File: src/rtl/svpwm_pkg.sv
`default_nettype none
// ----------------------------------------------------------------------------
// svpwm_pkg
// Shared types, fixed-point constants and CORDIC tables for the space vector
// PWM duty block.
// ----------------------------------------------------------------------------
package svpwm_pkg;

	localparam int unsigned FRAC_BITS_DEF     = 14;
	localparam int unsigned CORDIC_STAGES_DEF = 16;

	// angle width: Q.30 radians, covers 0..2*pi with sign
	localparam int AW    = 34;
	localparam int VFRAC = 24;

	localparam longint Q_THIRD     = 64'd357913941;
	localparam longint Q_INV_SQRT3 = 64'd619925131;
	localparam longint Q_SQRT3     = 64'd1859775393;
	localparam longint Q_HALF_PI   = 64'd1686629713;
	localparam longint Q_PI_3      = 64'd1124419809;
	localparam longint Q_TWO_PI    = 64'd6746518852;

	localparam logic [15:0] PERIOD_RESET   = 16'd5000;
	localparam logic        REG_PWM_PERIOD = 1'b0;

	typedef logic signed [AW-1:0] angle_t;

	// atan(2^-i) in Q.30, truncated
	function automatic angle_t atan_q30(input int i);
		angle_t r;
		case (i)
			0:       r = AW'(64'h3243F6A8);
			1:       r = AW'(64'h1DAC6705);
			2:       r = AW'(64'h0FADBAFC);
			3:       r = AW'(64'h07F56EA6);
			4:       r = AW'(64'h03FEAB76);
			5:       r = AW'(64'h01FFD55B);
			6:       r = AW'(64'h00FFFAAA);
			7:       r = AW'(64'h007FFF55);
			8:       r = AW'(64'h003FFFEA);
			9:       r = AW'(64'h001FFFFD);
			10:      r = AW'(64'h000FFFFF);
			11:      r = AW'(64'h0007FFFF);
			12:      r = AW'(64'h0003FFFF);
			13:      r = AW'(64'h0001FFFF);
			14:      r = AW'(64'h0000FFFF);
			15:      r = AW'(64'h00007FFF);
			16:      r = AW'(64'h00003FFF);
			17:      r = AW'(64'h00001FFF);
			18:      r = AW'(64'h00000FFF);
			19:      r = AW'(64'h000007FF);
			20:      r = AW'(64'h000003FF);
			21:      r = AW'(64'h000001FF);
			22:      r = AW'(64'h000000FF);
			23:      r = AW'(64'h0000007F);
			default: r = '0;
		endcase
		return r;
	endfunction

	// combined gain of vectoring plus one rotation, Q.30
	function automatic longint unsigned gain_sq_q30(input int n);
		longint unsigned p;
		p = 64'd1 << 30;
		for (int i = 0; i < n; i++) begin
			p = p + (p >> (2 * i));
		end
		return p;
	endfunction

endpackage
`default_nettype wire

File: src/rtl/svpwm_cordic_cell.sv
`default_nettype none
// ----------------------------------------------------------------------------
// svpwm_cordic_cell
// One CORDIC micro-rotation with its output register; vectoring or rotation.
// ----------------------------------------------------------------------------
module svpwm_cordic_cell #(
	parameter int CW     = 30,
	parameter int STAGE  = 0,
	parameter bit VECTOR = 1'b1
) (
	input  wire logic                   clk,
	input  wire logic                   en,
	input  wire logic signed [CW-1:0]   x_in,
	input  wire logic signed [CW-1:0]   y_in,
	input  wire svpwm_pkg::angle_t      z_in,
	output logic signed [CW-1:0]        x_q,
	output logic signed [CW-1:0]        y_q,
	output svpwm_pkg::angle_t           z_q
);
	import svpwm_pkg::*;

	localparam angle_t ATAN = atan_q30(STAGE);

	logic                 ccw;
	logic signed [CW-1:0] dx;
	logic signed [CW-1:0] dy;

	// vectoring drives y toward zero, rotation drives z toward zero
	assign ccw = VECTOR ? y_in[CW-1] : !z_in[AW-1];
	assign dx  = y_in >>> STAGE;
	assign dy  = x_in >>> STAGE;

	always_ff @(posedge clk) begin
		if (en) begin
			if (ccw) begin
				x_q <= x_in - dx;
				y_q <= y_in + dy;
				z_q <= z_in - ATAN;
			end else begin
				x_q <= x_in + dx;
				y_q <= y_in - dy;
				z_q <= z_in + ATAN;
			end
		end
	end

endmodule
`default_nettype wire

File: config.mk
export PLATFORM = sky130hd
export DESIGN_NAME = svpwm_cordic_cell
export DESIGN_NICKNAME = d
export VERILOG_FILES = /design/src/rtl/svpwm_pkg.sv /design/src/rtl/svpwm_cordic_cell.sv
export SDC_FILE = /design/constraint.sdc
export NUM_CORES = 1
export LEC_CHECK = 0
export ABC_AREA = 1
export BUFFER_PORTS_ARGS = -buffer_cell sky130_fd_sc_hd__buf_2
export CORE_ASPECT_RATIO = 0.75
export CORE_MARGIN = 3
export CORE_UTILIZATION = 57
export DETAILED_ROUTE_END_ITERATION = 8
export HOLD_SLACK_MARGIN = 0.12
export PLACE_DENSITY_LB_ADDON = 0.25
export SYNTH_ARGS = -nofsm -noshare
export SYNTH_HDL_FRONTEND = slang
export SYNTH_SLANG_ARGS = --single-unit
File: constraint.sdc
create_clock -name clk -period 4.3 [get_ports clk]
set_input_delay 0.86 -clock clk [delete_from_list [all_inputs] [get_ports clk]]
set_output_delay 0.86 -clock clk [all_outputs]
set_load 0.005 [all_outputs]
==> impl_metrics.toml <==
[yosys]
synth_edf_count = 93
syn_inst = 1854
ys_warn_count = 0
yosys-top-cells-count = "nand2_1, inv_1, nand3_1, ha_1, nor2_1"
synth_top_area_share_pct = 23.8
synth_area_leader_cell = "edfxtp_1"
synth_fa_ha_area_share_pct = 13.8
ys_ff_latch = 93
netlist_area_sq_um = 11700
avgSynthCellArea_sq_um = 6.32
synth-xor-area-share_pct = 3.14
synth_top_family_by_area = "simple AND/OR/NAND/NOR gates"
synth_flop_cell = "edfxtp_1"
synth-seq-area-share_pct = 23.8
synthArstFlopShare_pct = 0
synthTopCellsByArea = "edfxtp_1, nand2_1, ha_1"
synth_mux_area_share_pct = 0
ys_types = 39
yosysMostFrequentCell = "nand2_1"
syn_nets = 2077
synth-simple-area-share_pct = 36.0
synth-compound-area-share_pct = 10.1

[clock_tree]
cts_made_buffers = 9
htreeDepth = 3
cts_hold_buf = 0
cts_setup_buffers = 0
clk_pin_slew_ns = 0.08
cts.path.max_buffers = 2
cts_resized = 0
cts_sinks = 93
cts_tree = "built"
clock-root-buffer = "clkbuf_16"

[floorplanning]
fp.dieArea_sq_um = 22300
ioPinCount = 190
die_w_microns = 172
rows = 44
die_h_microns = 130
start_util_pct = 59.3
core_area_sq_um = 19800

[sta]
setup_viol = 0
setup_tns_ns = 0
rsz0062_at_grt = "no"
hold_viol_final = 0
fin_crit_sh_pct = 67.7
max_slew_margin_pct = 48.3
drv_slew = 0
clock.fmax_mhz = 343
setup_ws_ns = 1.39
fin_crit_ns = 2.91
tightest_slew_ns = 0.776

[pwr]
p_per_area_nw_per_um2 = 274
peakVddDrop_uv = 181
total_power_mw = 3.57
power_leakage_nw = 7.30

[status]
status = "complete, no violations"

[hold_path]
hold_class = "in2reg"

[drt]
wl_mm = 37.7
vias = 12697
drt-pass1-iter-count = 9
vias_per_cell = 5.57
ant_nets = 0
wl_per_cell_microns = 16.6
drc_errors = 0
drt_iter0_drc = 1620

[grt]
grt_overflow = 0
antenna_found_initial = 0
first_global_vias = 11559
grt_util_all_layers_pct = 33.6
grt_max_degree = 62
grt_pass1_wl_mm = 58.9

[layout]
area_growth_pct = 11.3
antenna_cells = 0
postLayoutCellArea_sq_um = 13000
drive_gt1_share_pct = 12.8
fin_util_pct = 66.0
final_nets = 2244

[setup_path]
startpoint_type = "primary input"
required_ns = 4.42
arrival_ns = 3.03
path_max_fanout = 36
critPathKind = "in2reg"
cp-end-kind = "flop"

[flow_run]
drv_cap = 0

[place]
io_buffers = 189
place_area_sq_um = 12700
place_congestion = 1.02
post-place-ws_ns = 1.01
dp_hpwl_mm = 31.2
-- stage by stage --
step                cells  hold WS (ns)
floorplan            1854         0.959
global placement     2263          1.04
detailed placement   2263          1.04
CTS                  2279         0.661
global route         2279         0.660
finish               2279         0.664
-- placed cells by master, fill, tap and decap left out, types with 8 or more instances in the layout --
master	count
nand2_1	640
inv_1	326
buf_2	188
nand3_1	159
ha_1	123
nor2_1	116
a21oi_1	105
edfxtp_1	93
o21ai_0	66
xor2_1	40
nand4_1	30
nor3_1	14
nor2_2	14
inv_2	9
clkbuf_16	9
nand2_2	8
o22ai_1	8
-- sequential cells by signal (all words and copies together), names as in the netlist --
register	cells
x_q	29
z_q	34
y_q	30
-- layer usage --
layer	part of all wire, %	routed length, microns	track usage, %	vias up
li1	-	-	-	6214
met1	44	16600	47.5	5686
met2	43	16100	52.7	726
met3	11	4080	6.27	71
met4	2.7	1020	9.56	0
met5	0	0	0	-
-- kinds of logic after synthesis --
| group | count (synthesis) |
|---|---|
| DFF | 93 |
| adders and majority gates | 127 |
| and+or+nand+nor | 1002 |
| xor gates and xnor gates | 42 |
| buffers and inverters | 373 |
| AOI/OAI and AO/OA | 217 |
-- report_power, final --
part           switching (mW)  leakage, nW  internal, mW  total (mW)
Sequential             0.0482        0.909          1.17        1.22
Clock                   0.435        0.150         0.416       0.851
Combinational           0.998         6.24         0.504        1.50
-- path summary, 6_finish.rpt --
kind / startpoint / end / slack, ns / cells past startpoint
min: z_in[1] / z_q[1] / 0.66 / 1
max: y_in[29] / z_q[30] / 1.39 / 12
-- critical path, stage by stage --
cell,delay [ns]
buf_2,0.12
inv_2,0.52
ha_1,0.43
a21oi_1,0.24
o21ai_0,0.17
a21o_1,0.24
nand2_1,0.07
nand2_1,0.09
nand2_1,0.11
nand2_1,0.05
nand2_1,0.05
nand2_1,0.05
-- cell type report --
type                    count  area [sq um]
clock inverters             7          81.3
multi-input cells        1388          7390
well taps                 253           317
repair buffers            194           986
inverters                 335          1260
fillers                  1822          6720
flip-flops and latches     93          2790
clock buffers               9           225
Note: power is estimated with default switching activity, not from simulation.
