[src/rtl/svpwm_pkg.sv]
`default_nettype none
// ----------------------------------------------------------------------------
// svpwm_pkg
// Shared types, fixed-point constants and CORDIC tables for the space vector
// PWM duty block.
// ----------------------------------------------------------------------------
package svpwm_pkg;

	localparam int unsigned FRAC_BITS_DEF     = 14;
	localparam int unsigned CORDIC_STAGES_DEF = 16;

	// angle width: Q.30 radians, covers 0..2*pi with sign
	localparam int AW    = 34;
	localparam int VFRAC = 24;

	localparam longint Q_THIRD     = 64'd357913941;
	localparam longint Q_INV_SQRT3 = 64'd619925131;
	localparam longint Q_SQRT3     = 64'd1859775393;
	localparam longint Q_HALF_PI   = 64'd1686629713;
	localparam longint Q_PI_3      = 64'd1124419809;
	localparam longint Q_TWO_PI    = 64'd6746518852;

	localparam logic [15:0] PERIOD_RESET   = 16'd5000;
	localparam logic        REG_PWM_PERIOD = 1'b0;

	typedef logic signed [AW-1:0] angle_t;

	// atan(2^-i) in Q.30, truncated
	function automatic angle_t atan_q30(input int i);
		angle_t r;
		case (i)
			0:       r = AW'(64'h3243F6A8);
			1:       r = AW'(64'h1DAC6705);
			2:       r = AW'(64'h0FADBAFC);
			3:       r = AW'(64'h07F56EA6);
			4:       r = AW'(64'h03FEAB76);
			5:       r = AW'(64'h01FFD55B);
			6:       r = AW'(64'h00FFFAAA);
			7:       r = AW'(64'h007FFF55);
			8:       r = AW'(64'h003FFFEA);
			9:       r = AW'(64'h001FFFFD);
			10:      r = AW'(64'h000FFFFF);
			11:      r = AW'(64'h0007FFFF);
			12:      r = AW'(64'h0003FFFF);
			13:      r = AW'(64'h0001FFFF);
			14:      r = AW'(64'h0000FFFF);
			15:      r = AW'(64'h00007FFF);
			16:      r = AW'(64'h00003FFF);
			17:      r = AW'(64'h00001FFF);
			18:      r = AW'(64'h00000FFF);
			19:      r = AW'(64'h000007FF);
			20:      r = AW'(64'h000003FF);
			21:      r = AW'(64'h000001FF);
			22:      r = AW'(64'h000000FF);
			23:      r = AW'(64'h0000007F);
			default: r = '0;
		endcase
		return r;
	endfunction

	// combined gain of vectoring plus one rotation, Q.30
	function automatic longint unsigned gain_sq_q30(input int n);
		longint unsigned p;
		p = 64'd1 << 30;
		for (int i = 0; i < n; i++) begin
			p = p + (p >> (2 * i));
		end
		return p;
	endfunction

endpackage
`default_nettype wire

[src/rtl/svpwm_cfg.sv]
`default_nettype none
// ----------------------------------------------------------------------------
// svpwm_cfg
// APB register file holding the PWM period.
// ----------------------------------------------------------------------------
module svpwm_cfg (
	input  wire logic        clk,
	input  wire logic        arst_n,
	input  wire logic        psel,
	input  wire logic        penable,
	input  wire logic        pwrite,
	input  wire logic [2:0]  paddr,
	input  wire logic [31:0] pwdata,
	output logic [31:0]      prdata,
	output logic             pready,
	output logic [15:0]      period_q
);
	import svpwm_pkg::*;

	logic hit;

	// register index sits in paddr[2]; byte offset bits are ignored
	assign hit    = (paddr[2] == REG_PWM_PERIOD) && (paddr[1:0] == 2'b00 || paddr[1:0] != 2'b00);
	assign pready = 1'b1;
	assign prdata = hit ? {16'd0, period_q} : 32'd0;

	always_ff @(posedge clk or negedge arst_n) begin
		if (!arst_n) begin
			period_q <= PERIOD_RESET;
		end else if (psel && penable && pwrite && pready && hit) begin
			period_q <= pwdata[15:0];
		end
	end

endmodule
`default_nettype wire
[config.mk]
export PLATFORM = sky130hd
export DESIGN_NAME = svpwm_cfg
export DESIGN_NICKNAME = d
export VERILOG_FILES = /design/src/rtl/svpwm_pkg.sv /design/src/rtl/svpwm_cfg.sv
export SDC_FILE = /design/constraint.sdc
export NUM_CORES = 1
export LEC_CHECK = 0
export ABC_AREA = 1
export BUFFER_PORTS_ARGS = -buffer_cell sky130_fd_sc_hd__buf_4
export CORE_MARGIN = 1.5
export CORE_UTILIZATION = 33
export DETAILED_ROUTE_END_ITERATION = 10
export PLACE_DENSITY = 0.83
export RECOVER_POWER = 50
export SLEW_MARGIN = 20
export SYNTH_ARGS = -nofsm -noshare
export SYNTH_HDL_FRONTEND = slang
export SYNTH_SLANG_ARGS = --single-unit
[constraint.sdc]
create_clock -name clk -period 0.9 [get_ports clk]
set_clock_uncertainty 0.2 [all_clocks]
set_input_delay 0.18 -clock clk [delete_from_list [all_inputs] [get_ports clk]]
set_output_delay 0.18 -clock clk [all_outputs]
set_load 0.05 [all_outputs]
==> results.toml <==
[sta]
final-setup-viol-count = 42
grt_setup_unrepaired = "yes"
final_max_slew_viol_count = 0
final-hold-violation-count = 16
timing.hold.ws_ns = -0.08585
fin_crit_sh_pct = 171.4
fmaxAchievable_mhz = 648.2
finalCriticalPeriod_ns = 1.543
setup_slack_ns = -0.6428
fin_tns_setup_ns = -15.88

[final_layout]
largest_registers = "period_q (16)"
areaGrowthSynthToFinish_pct = 97.09
largest_register_ffs = 16
fin_area_sq_um = 1862
largest_register = "period_q"
final_net_count = 240
drive_above_1_share_pct = 68.84
antennaDiodeCount = 0

[place]
placedInstanceArea_sq_um = 1546
dp_hpwl_um = 1898
finalWeightedCongestion = 0.7216
portBuffers = 53

[global_routing]
globalRoute.totalOverflow = 0
grt_pass1_wl_um = 4229
global_route.usage.total_pct = 17.08
first_global_vias = 947
grt_antenna_before_repair = 0
largest_net_degree_at_the_start_of_global_routing = 17

[synth]
yosys.area_share.simple_pct = 31.26
synth_adder_area_share_pct = 0
ys_ff_latch = 16
count_of_cell_types_in_the_netlist = 13
synth_seq_area_share_pct = 43.05
mappedNetlistArea_sq_um = 944.7
yosysWarningCount = 0
netlist_instances = 125
area_share_of_xor_xnor_cells_in_the_synthesized_design_pct = 0
synth_mux_area_share_pct = 0
main_combinational_cell_family_by_area_after_synthesis = "simple AND/OR/NAND/NOR gates"
complex_gate_fraction_of_the_synthesized_area_pct = 0
syn_avg_cell_area_sq_um = 7.557

[clocking]
clock_sink_count = 16
clock_path_buffers = 2
cts-buffers-inserted = 3
cts_hold_repair.buffers = 1
root_buffer = "sky130_fd_sc_hd__clkbuf_4"
clock_tree.htree_level_count = 1
path_clk_slew_ns = 0.11
worstSkewPairLatency_ns = 0.29
cts_tree = "built"

[critical_path]
crit_path_cell_trace = "inv_2 > nor2_4 > buf_6"
end_kind = "output port"
critical_path_arrival_ns = 1.16
crit_path_start_kind = "flip-flop"
critPathMaxStageDelay_ns = 0.57
critical_path.max_fanout = 3
timing.critical_path.from = "period_q[12]$_DFFE_PN1P_"
worst_path_max_delay_cell = "sky130_fd_sc_hd__dfstp_2"
timing.critical_path.buf_inv = 2
rr_startpoint = "period_q[2]$_DFFE_PN0P_"
critical_path_required_ns = 0.52
crit_family = "flip-flops"
criticalPathCategory = "reg -> out"
worstSetupPathDepth = 3
critical_path.reg2reg.endpoint = "period_q[2]$_DFFE_PN0P_"
r2r.worst_path.cells = 4
setup.reg_to_reg.worst_slack_ns = -0.16
worstSetupEndpoint = "prdata[12]"

[pwr]
p_seq_share_pct = 28.0
internal_power_w = 0.001959
swShare_pct = 47.99
p_comb_share_pct = 61.2
clock_power_share_pct = 10.9
power_per_cell_area_nw_per_um2 = 2023
netSwitchingPower_w = 0.001808
irDropWorstVdd_mv = 1.400
power.static_leakage_nw = 0.9547

[routing]
finalWirelength_um = 2867
detail_route.wl_per_cell_um = 12.47
first_iter_violations = 15
antenna_violating_nets_left = 0
drtPass1Iterations = 5
dr_drc_count = 0
number_of_vias_per_cell = 4.383
route.vias.total = 1008

[hold_path]
hold_path_class = "in -> reg"

[floorplan]
fp.dieArea_sq_um = 3193
floorplan.die.width_um = 56.51
boundaryPins = 89
coreArea_sq_um = 2734
fp.dieH_um = 56.51
row_count = 19
initial_utilization_pct = 34.55

[flow_run]
max_cap_viol_count = 0

[outcome]
status = "complete, but fails checks"
failed_checks = "negative hold slack, negative setup slack"
[kinds of logic after synthesis]
group,count (synthesis)
buf+inv,40
other cells,2
flops,16
simple gates,67
[power by group through the flow]
stage / clock network [W] / logic (W) / registers, W
final: 0.000409 / 0.00230 / 0.00105
after global placement: 0 / 0.00185 / 0.00104
after global routing: 0.000453 / 0.00241 / 0.00108
after detailed placement: 0 / 0.00188 / 0.00104
after floorplan: 0 / 0.000899 / 0.00152
after CTS: 0.000413 / 0.00214 / 0.00105
[worst reg2reg max path: cells and delay by family, from the launching register on]
kind / cells / cell delay [ns]
AND/OR/NAND/NOR: 2 / 0.09
flip-flops: 1 / 0.45
buffers and inverters: 2 / 0.22
[per-stage QoR]
stage	setup slack [ns]	total power (W)	utilization, %	hold slack [ns]	cells
floorplan	-0.5290	0.002422	-	-0.3156	140
global placement	-0.3161	0.002887	56.57	-0.1541	216
detailed placement	-0.3308	0.002921	56.57	-0.1495	216
CTS	-0.6122	0.003606	64.99	-0.09231	227
global route	-0.6700	0.003939	68.10	-0.09240	230
finish	-0.6428	0.003767	68.10	-0.08585	230
[cells in the mapped netlist]
library cell,instances,area (sq um)
sky130_fd_sc_hd__buf_2,2,10.01
sky130_fd_sc_hd__buf_4,18,135.1
sky130_fd_sc_hd__buf_6,2,22.52
sky130_fd_sc_hd__conb_1,2,7.510
sky130_fd_sc_hd__dfrtp_1,11,275.3
sky130_fd_sc_hd__dfstp_2,5,131.4
sky130_fd_sc_hd__inv_1,17,63.81
sky130_fd_sc_hd__inv_2,1,3.750
sky130_fd_sc_hd__nand2_1,33,123.9
sky130_fd_sc_hd__nand2_4,1,11.26
sky130_fd_sc_hd__nand3_1,16,80.08
sky130_fd_sc_hd__nor2_1,16,60.06
sky130_fd_sc_hd__nor2_8,1,20.02
[placed cells by master, fill, tap and decap left out, drive strengths merged]
cell         count
inv             18
nor2            17
buf             76
nand2           34
conb            17
clkbuf           4
dlygate4sd3      1
dfrtp           11
dfstp            5
nand3           16
[worst min-delay path by stage]
stage,end,cells past startpoint,slack (ns),from
after detailed placement,period_q[10]$_DFFE_PN0P_,1,-0.15,arst_n
after CTS,period_q[9]$_DFFE_PN1P_,3,-0.09,pwdata[9]
after global routing,period_q[1]$_DFFE_PN0P_,3,-0.09,pwdata[1]
final,period_q[9]$_DFFE_PN1P_,3,-0.09,pwdata[9]
after global placement,period_q[10]$_DFFE_PN0P_,1,-0.15,arst_n
after floorplan,period_q[0]$_DFFE_PN0P_,0,-0.32,arst_n
[area by class of cell]
cell class | count | area (sq um)
Clock buffer | 4 | 26.28
Fill cell | 224 | 872.1
Inverter | 18 | 67.56
Multi-Input combinational cell | 84 | 501.7
Sequential cell | 16 | 420.4
Tap cell | 31 | 38.79
Timing Repair Buffer | 77 | 807.0
[layer usage]
layer	vias up	wire length, um	track usage, %
li1	485	-	-
met1	477	1029	19.68
met2	40	1656	30.40
met3	6	105	1.382
met4	0	76	10.20
met5	-	0	0
[what timing repair did]
item / in CTS / in global routing
endpoints found under the hold margin: 32 / 16
endpoints found under the setup margin: 37 / 42
pin swaps: 15 / 7
buffers inserted: 6 / 5
gates resized for setup: 40 / 20
Power figures use the tool's default switching activity.
